`src/sv/dsf_pkg.sv`:
```
// dsf_pkg: codes, constants and controller/datapath handshake structs of the
// djb2 shred fingerprint block. No dependencies.
package dsf_pkg;

  // default fingerprint vector size in bits (a power of two, 64 to 2^15)
  localparam int unsigned VECTOR_BITS_DEFAULT = 32768;

  // djb2 seed and register reset value
  localparam logic [31:0] HASH_SEED       = 32'd5381;
  localparam logic [6:0]  SHRED_LEN_RESET = 7'd16;

  // input command codes
  localparam logic [1:0] CMD_CLEAR = 2'd0;
  localparam logic [1:0] CMD_SHRED = 2'd1;
  localparam logic [1:0] CMD_READ  = 2'd2;

  // result kind codes
  localparam logic [1:0] KIND_SHRED = 2'd0;
  localparam logic [1:0] KIND_READ  = 2'd1;
  localparam logic [1:0] KIND_CLEAR = 2'd2;

  // controller to datapath
  typedef struct packed {
    logic in_ready;    // take an input transaction this cycle if valid
    logic sweep_wr;    // write zero at the sweep counter
    logic rmw_wr;      // write back the word with the shred bit set
    logic load_read;   // present read data as a result
    logic load_clear;  // present clear done as a result
  } ctrl_cmd_t;

  // datapath to controller
  typedef struct packed {
    logic       in_valid;
    logic [1:0] command;
    logic       shred_done;  // the offered byte completes a shred
    logic       sweep_last;  // sweep counter on the final word
    logic       out_free;    // output register empty or being taken
  } ctrl_status_t;

endpackage

```
`src/sv/dsf_controller.sv`:
```
// dsf_controller: sequencer for store sweeps, bit-set read-modify-write and
// word reads. Depends on dsf_pkg.
module dsf_controller (
  input  logic                  clk,
  input  logic                  rst,
  input  dsf_pkg::ctrl_status_t status,
  output dsf_pkg::ctrl_cmd_t    cmd
);

  typedef enum logic [2:0] {
    S_SWEEP,
    S_IDLE,
    S_RMW_RD,
    S_RMW_WR,
    S_RD_WAIT,
    S_RD_OUT
  } state_t;

  state_t state;
  logic   report;  // sweep was asked for by a clear command
  logic   accept;

  // command decode from state
  always_comb begin
    cmd            = '0;
    cmd.in_ready   = (state == S_IDLE) && status.out_free;
    cmd.sweep_wr   = (state == S_SWEEP);
    cmd.rmw_wr     = (state == S_RMW_WR);
    cmd.load_read  = (state == S_RD_OUT);
    cmd.load_clear = (state == S_SWEEP) && status.sweep_last && report;
  end

  assign accept = cmd.in_ready && status.in_valid;

  // state register; reset starts the clearing pass with no report
  always_ff @(posedge clk) begin
    if (rst) begin
      state  <= S_SWEEP;
      report <= 1'b0;
    end else begin
      unique case (state)
        S_SWEEP: begin
          if (status.sweep_last) begin
            state  <= S_IDLE;
            report <= 1'b0;
          end
        end
        S_IDLE: begin
          if (accept) begin
            case (status.command)
              dsf_pkg::CMD_CLEAR: begin
                state  <= S_SWEEP;
                report <= 1'b1;
              end
              dsf_pkg::CMD_SHRED: begin
                if (status.shred_done) begin
                  state <= S_RMW_RD;
                end
              end
              dsf_pkg::CMD_READ: begin
                state <= S_RD_WAIT;
              end
              default: begin
                state <= S_IDLE;
              end
            endcase
          end
        end
        S_RMW_RD:  state <= S_RMW_WR;
        S_RMW_WR:  state <= S_IDLE;
        S_RD_WAIT: state <= S_RD_OUT;
        S_RD_OUT:  state <= S_IDLE;
        default:   state <= S_IDLE;
      endcase
    end
  end

endmodule

```
`config.mk`:
```
export PLATFORM = sky130hd
export DESIGN_NAME = dsf_controller
export DESIGN_NICKNAME = d
export VERILOG_FILES = /design/src/sv/dsf_pkg.sv /design/src/sv/dsf_controller.sv
export SDC_FILE = /design/constraint.sdc
export NUM_CORES = 1
export LEC_CHECK = 0
export ABC_AREA = 1
export BUFFER_PORTS_ARGS = -buffer_cell sky130_fd_sc_hd__buf_2
export CORE_AREA = 5 5 42 44
export CTS_CLUSTER_DIAMETER = 80
export DETAILED_ROUTE_END_ITERATION = 8
export DIE_AREA = 0 0 47 49
export MAX_ROUTING_LAYER = met4
export PLACE_DENSITY = 0.55
export SYNTH_ARGS = -nofsm -noshare
export SYNTH_HDL_FRONTEND = slang
export SYNTH_SLANG_ARGS = --single-unit
```
`constraint.sdc`:
```
create_clock -name clk -period 2.8 [get_ports clk]
set_input_delay 0 -clock clk [delete_from_list [all_inputs] [get_ports clk]]
set_output_delay 0 -clock clk [all_outputs]
set_load 0.01 [all_outputs]
```
After elaboration in Yosys (flattened, before gate mapping)
Index checks and enable logic that the tools add are counted.
Widths: inputs -> output; s select.
{"block": "totals", "register_bits": 4, "in_bits": 8, "out_inout_bits": 5, "word_cells": 31}
{"block": "classes", "n_eq_ne": 11, "mux": 9, "reduce_logical": 9}
{"operator": "$pmux 3 s4", "n": 1}
{"operator": "$mux 3", "n": 3}
{"operator": "$pmux 3 s3", "n": 1}
{"operator": "$eq 3x2->1 const B", "n": 2}
{"operator": "$eq 3x3->1 const B", "n": 2}
{"operator": "$logic_and 1x1->1", "n": 4}
{"operator": "$ne 2x2->1 const B", "n": 2}
{"operator": "$reduce_and 4->1", "n": 1}
{"operator": "$eq 3x1->1 const B", "n": 1}
{"operator": "$logic_not 3->1", "n": 1}
{"operator": "$mux 1", "n": 3}
{"operator": "$ne 3x3->1 const B", "n": 1}
{"operator": "$reduce_and 3->1", "n": 1}
{"operator": "$eq 2x1->1 const B", "n": 1}
{"operator": "$eq 2x2->1 const B", "n": 1}
{"operator": "$logic_not 2->1", "n": 1}
{"operator": "$ne 2x1->1 const B", "n": 1}
{"operator": "$pmux 1 s2", "n": 1}
{"operator": "$reduce_bool 2->1", "n": 1}

Logic depth before layout (Yosys ltp)
{"block": "depth", "ltp_word": 5, "mapped_depth": 8, "ltp_nobuf": 8}

Worst setup path after synthesis
OpenSTA, ideal clock, no wires.
{"block": "synth_timing", "path_type": "reg2reg", "from": "register state[0]", "to": "register report", "setup_time_ns": 0.116, "arrival_ns": 0.929, "t_required_ns": 2.684, "slack_ns": 1.754, "stages_incl_launch_ff": 5, "n_path_buf": 0, "synth_period_minus_slack_ns": 1.046, "path_cell_list": "dfxtp_1 > nor3_1 > nand2_1 > nand2_1 > a21oi_1"}
{"item": "start: declaration", "line": "dsf_controller.sv:19", "rtl": "state_t state;"}
{"item": "start signal: assignment", "line": "dsf_controller.sv:38", "rtl": "state <= S_SWEEP;"}
{"item": "start signal: assignment", "line": "dsf_controller.sv:44", "rtl": "state <= S_IDLE;"}
{"item": "start signal: assignment", "line": "dsf_controller.sv:52", "rtl": "state <= S_SWEEP;"}
{"item": "end signal: assignment", "line": "dsf_controller.sv:39", "rtl": "report <= 1'b0;"}
{"item": "end signal: assignment", "line": "dsf_controller.sv:45", "rtl": "report <= 1'b0;"}
{"item": "end signal: assignment", "line": "dsf_controller.sv:53", "rtl": "report <= 1'b1;"}
{"item": "end: declaration", "line": "dsf_controller.sv:20", "rtl": "logic report;"}

==> results by group <==
Logic synthesis
  – Post-synthesis adder-cell area fraction: 0
  – Largest family of logic cells by synthesized area: simple AND/OR/NAND/NOR gates
  – Compound-Gate Fraction of Synth Area: 0.0515
  – Flops & latches, synth: 4
  – Syn Area/Cell: 5.95 um^2
  – Mux contribution to synthesized area: 0
  – Synth Area in XOR/XNOR: 0
  – Mapped Nets: 57
  – Post-Syn Area: 292 um^2
  – Gate count of the mapped netlist: between 40 and 50
  – Simple-Gate Fraction of Synth Area: 0.545
  – Netlist cell types: 14
  – Sequential share of the synthesized area: 0.275
  – Synth Warn #: 0

Detailed routing
  – Final wirelength: about 700 um
  – DRT Pass-1 Iters: 2
  – Via Count: 334
  – DRT antenna net count: 0
  – DRC errors left: 0
  – Drt first-iter violations: 2
  – Avg WL per Cell: around 8.5 um
  – Vias per cell: between 4 and 5

Setup path
  – Worst setup EP type: output pin
  – Crit-path max cell delay: approximately 0.34 ns
  – R2R depth: 6
  – Crit-path max FO: 4
  – R2R setup slack: ~1.8 ns
  – Worst EP required: between 2 and 3 ns
  – Element type at the critical path start: flip-flop
  – Reg-to-reg endpoint: state[0]
  – Crit path DAT: 1.17 ns
  – Critical path's top delay family: simple AND/OR/NAND/NOR gates
  – Slowest CP cell: dfxtp_1
  – CP Buf/Inv Count: 1
  – Crit Path Class: reg -> out
  – Worst reg2reg path startpoint: state[2]
  – Crit-path cells: nor3_1 > nand2_1 > nor2_1 > buf_2

Finish
  – ANT cells: 0
  – Commonest non-fill, non-tap cell in the layout: buf_2
  – Most frequent cells in the layout: buf_2 (12), nand2_1 (9), nor2_1 (8)
  – Area Growth Syn to Fin: 38.6%
  – Share of cells above drive strength 1: 0.385
  – Nets: 75

STA
  – Worst-Margin Slew: between 0.2 and 0.25 ns
  – Min Tclk post-route: 1.17 ns
  – Peak Freq: 856 MHz
  – Fin Setup TNS: 0 ns
  – Setup Skew: about 0.00012 ns
  – Slew Limit Fails: 0
  – Final worst path period share: 0.417
  – Final Hold Vio Count: 0
  – RSZ-0062 raised after global routing: no
  – Normalized max-slew margin: 0.837
  – Final Setup Violations: 0

Global route
  – Grt total ovfl: 0
  – Largest net degree at the start of global routing: 6
  – First-pass GRT wire length: between 1000 and 1500 um
  – GRT Total Usage: 0.0685
  – Vias in the first global route: approximately 320
  – Initial antenna violation count: 0

Clocking
  – H-tree depth reported by CTS: 1
  – Root Buffer: clkbuf_4
  – CTS tree: done
  – Worst skew pair latency: 0.23 ns
  – CTS buffer count: 3
  – Post-CTS sizing: 0
  – Clock transition at path regs: 0.04 ns
  – CTS Hold Bufs: 1
  – CTS Sinks: 4
  – Clk buf depth: 2
  – Postcts setup bufs: 0

Placed design
  – Final GP Congestion: 0.754
  – Hpwl dp: around 580 um
  – PortBufs: 12

Hold path
  – Worst Hold Path EP: report
  – Min-Delay Path Class: in -> reg
  – Hold depth: 4
  – Hold Crit Start: status[1]

Pwr
  – Power Density: 437 nW/um^2
  – Combinational Power Share: 0.251
  – Part of the power in registers: 0.359
  – Overall power: between 0.15 and 0.2 mW
  – VDD IR max: between 100 and 150 uV
  – Switching power: 0.0504 mW
  – Cell Int Power: between 0.1 and 0.15 mW
  – Clk network pwr share: 0.389
  – Sw Ratio: 0.285
  – LEAKAGE: about 0.21 nW

Floorplanning
  – Ports: 13
  – Die area: 2300 um^2
  – Die extent in x: about 47 um
  – Die Ht: about 50 um
  – # rows: 14
  – Area of the core region: between 1000 and 1500 um^2
  – Initial core utilization: 0.208

Flow run
  – Max Cap Violations: 0

Status
  – Status: finished clean
==> synth_stat cells <==
cell / number / area, um^2
nand2_1: 9 / 33.8
nor2_1: 8 / 30.0
inv_1: 6 / 22.5
nand3_1: 6 / 30.0
dfxtp_1: 4 / 80.1
inv_2: 4 / 15.0
nor3_1: 3 / 15.0
a21oi_1: 2 / 10.0
nand3_2: 2 / 20.0
nand2_2: 1 / 6.26
nand3b_2: 1 / 11.3
nor2_2: 1 / 6.26
o21ai_0: 1 / 5.00
or2_2: 1 / 6.26
==> through the flow <==
| stage | worst slack (ns) | cells | cell area (um^2) | hold WS (ns) | util |
|---|---|---|---|---|---|
| after floorplan | 1.75 | 49 | 292 | 0.0691 | - |
| after global placement | 1.75 | 77 | 372 | 0.207 | 0.265 |
| after detailed placement | 1.78 | 77 | 372 | 0.209 | 0.265 |
| after CTS | 1.60 | 81 | 404 | 0.0774 | 0.288 |
| after global routing | 1.52 | 81 | 404 | 0.0897 | 0.288 |
| final | 1.63 | 81 | 404 | 0.0824 | 0.288 |
==> worst max path at each step <==
stage / startpoint / to / slack [ns] / cells after the start
2_1_floorplan: state[0] / report / 1.75 / 4
4_1_cts: state[0] / cmd[0] / 1.60 / 4
5_1_grt: state[2] / cmd[0] / 1.52 / 4
6_report: state[0] / cmd[0] / 1.63 / 4
3_3_place_gp: state[2] / state[0] / 1.75 / 6
3_5_place_dp: state[2] / state[1] / 1.78 / 6
==> final cells by class <==
| cell class | count | area, um^2 |
|---|---|---|
| fill | 169 | 997 |
| sequential | 4 | 80.1 |
| clock buffer | 3 | 22.5 |
| timing repair buffer | 13 | 70.1 |
| tap | 16 | 20.0 |
| inverter | 10 | 37.5 |
| multi-input combinational | 35 | 174 |
==> sequential cells by signal, indices dropped and copies added (netlist names) <==
signal,flops
report,1
state,3
==> per-layer routing <==
metal,vias up,part of all wire,track usage,routed length (um)
met5,-,0,-,0
met4,0,0,0.0553,0
met3,0,0.023,0.0111,16
met2,4,0.54,0.111,373
met1,143,0.43,0.0680,295
li1,187,-,-,-
==> tightest hold or removal path, cell delays in order <==
cell	delay [ns]
buf_2	0.09
nand2_1	0.06
nand2_1	0.06
a21oi_1	0.05
==> power groups by stage <==
stage / combinational, mW / sequential [mW] / clock [mW]
after floorplan: 0.0295 / 0.0638 / 0
after global placement: 0.0429 / 0.0643 / 0
after detailed placement: 0.0433 / 0.0644 / 0
after CTS: 0.0446 / 0.0635 / 0.0725
after global routing: 0.0498 / 0.0638 / 0.0790
final: 0.0444 / 0.0635 / 0.0688
==> cell families after synthesis <==
group | count (synthesis)
simple gates | 32
flops | 4
compound gates | 3
buf+inv | 10
Note: power is estimated with default switching activity, not from simulation.
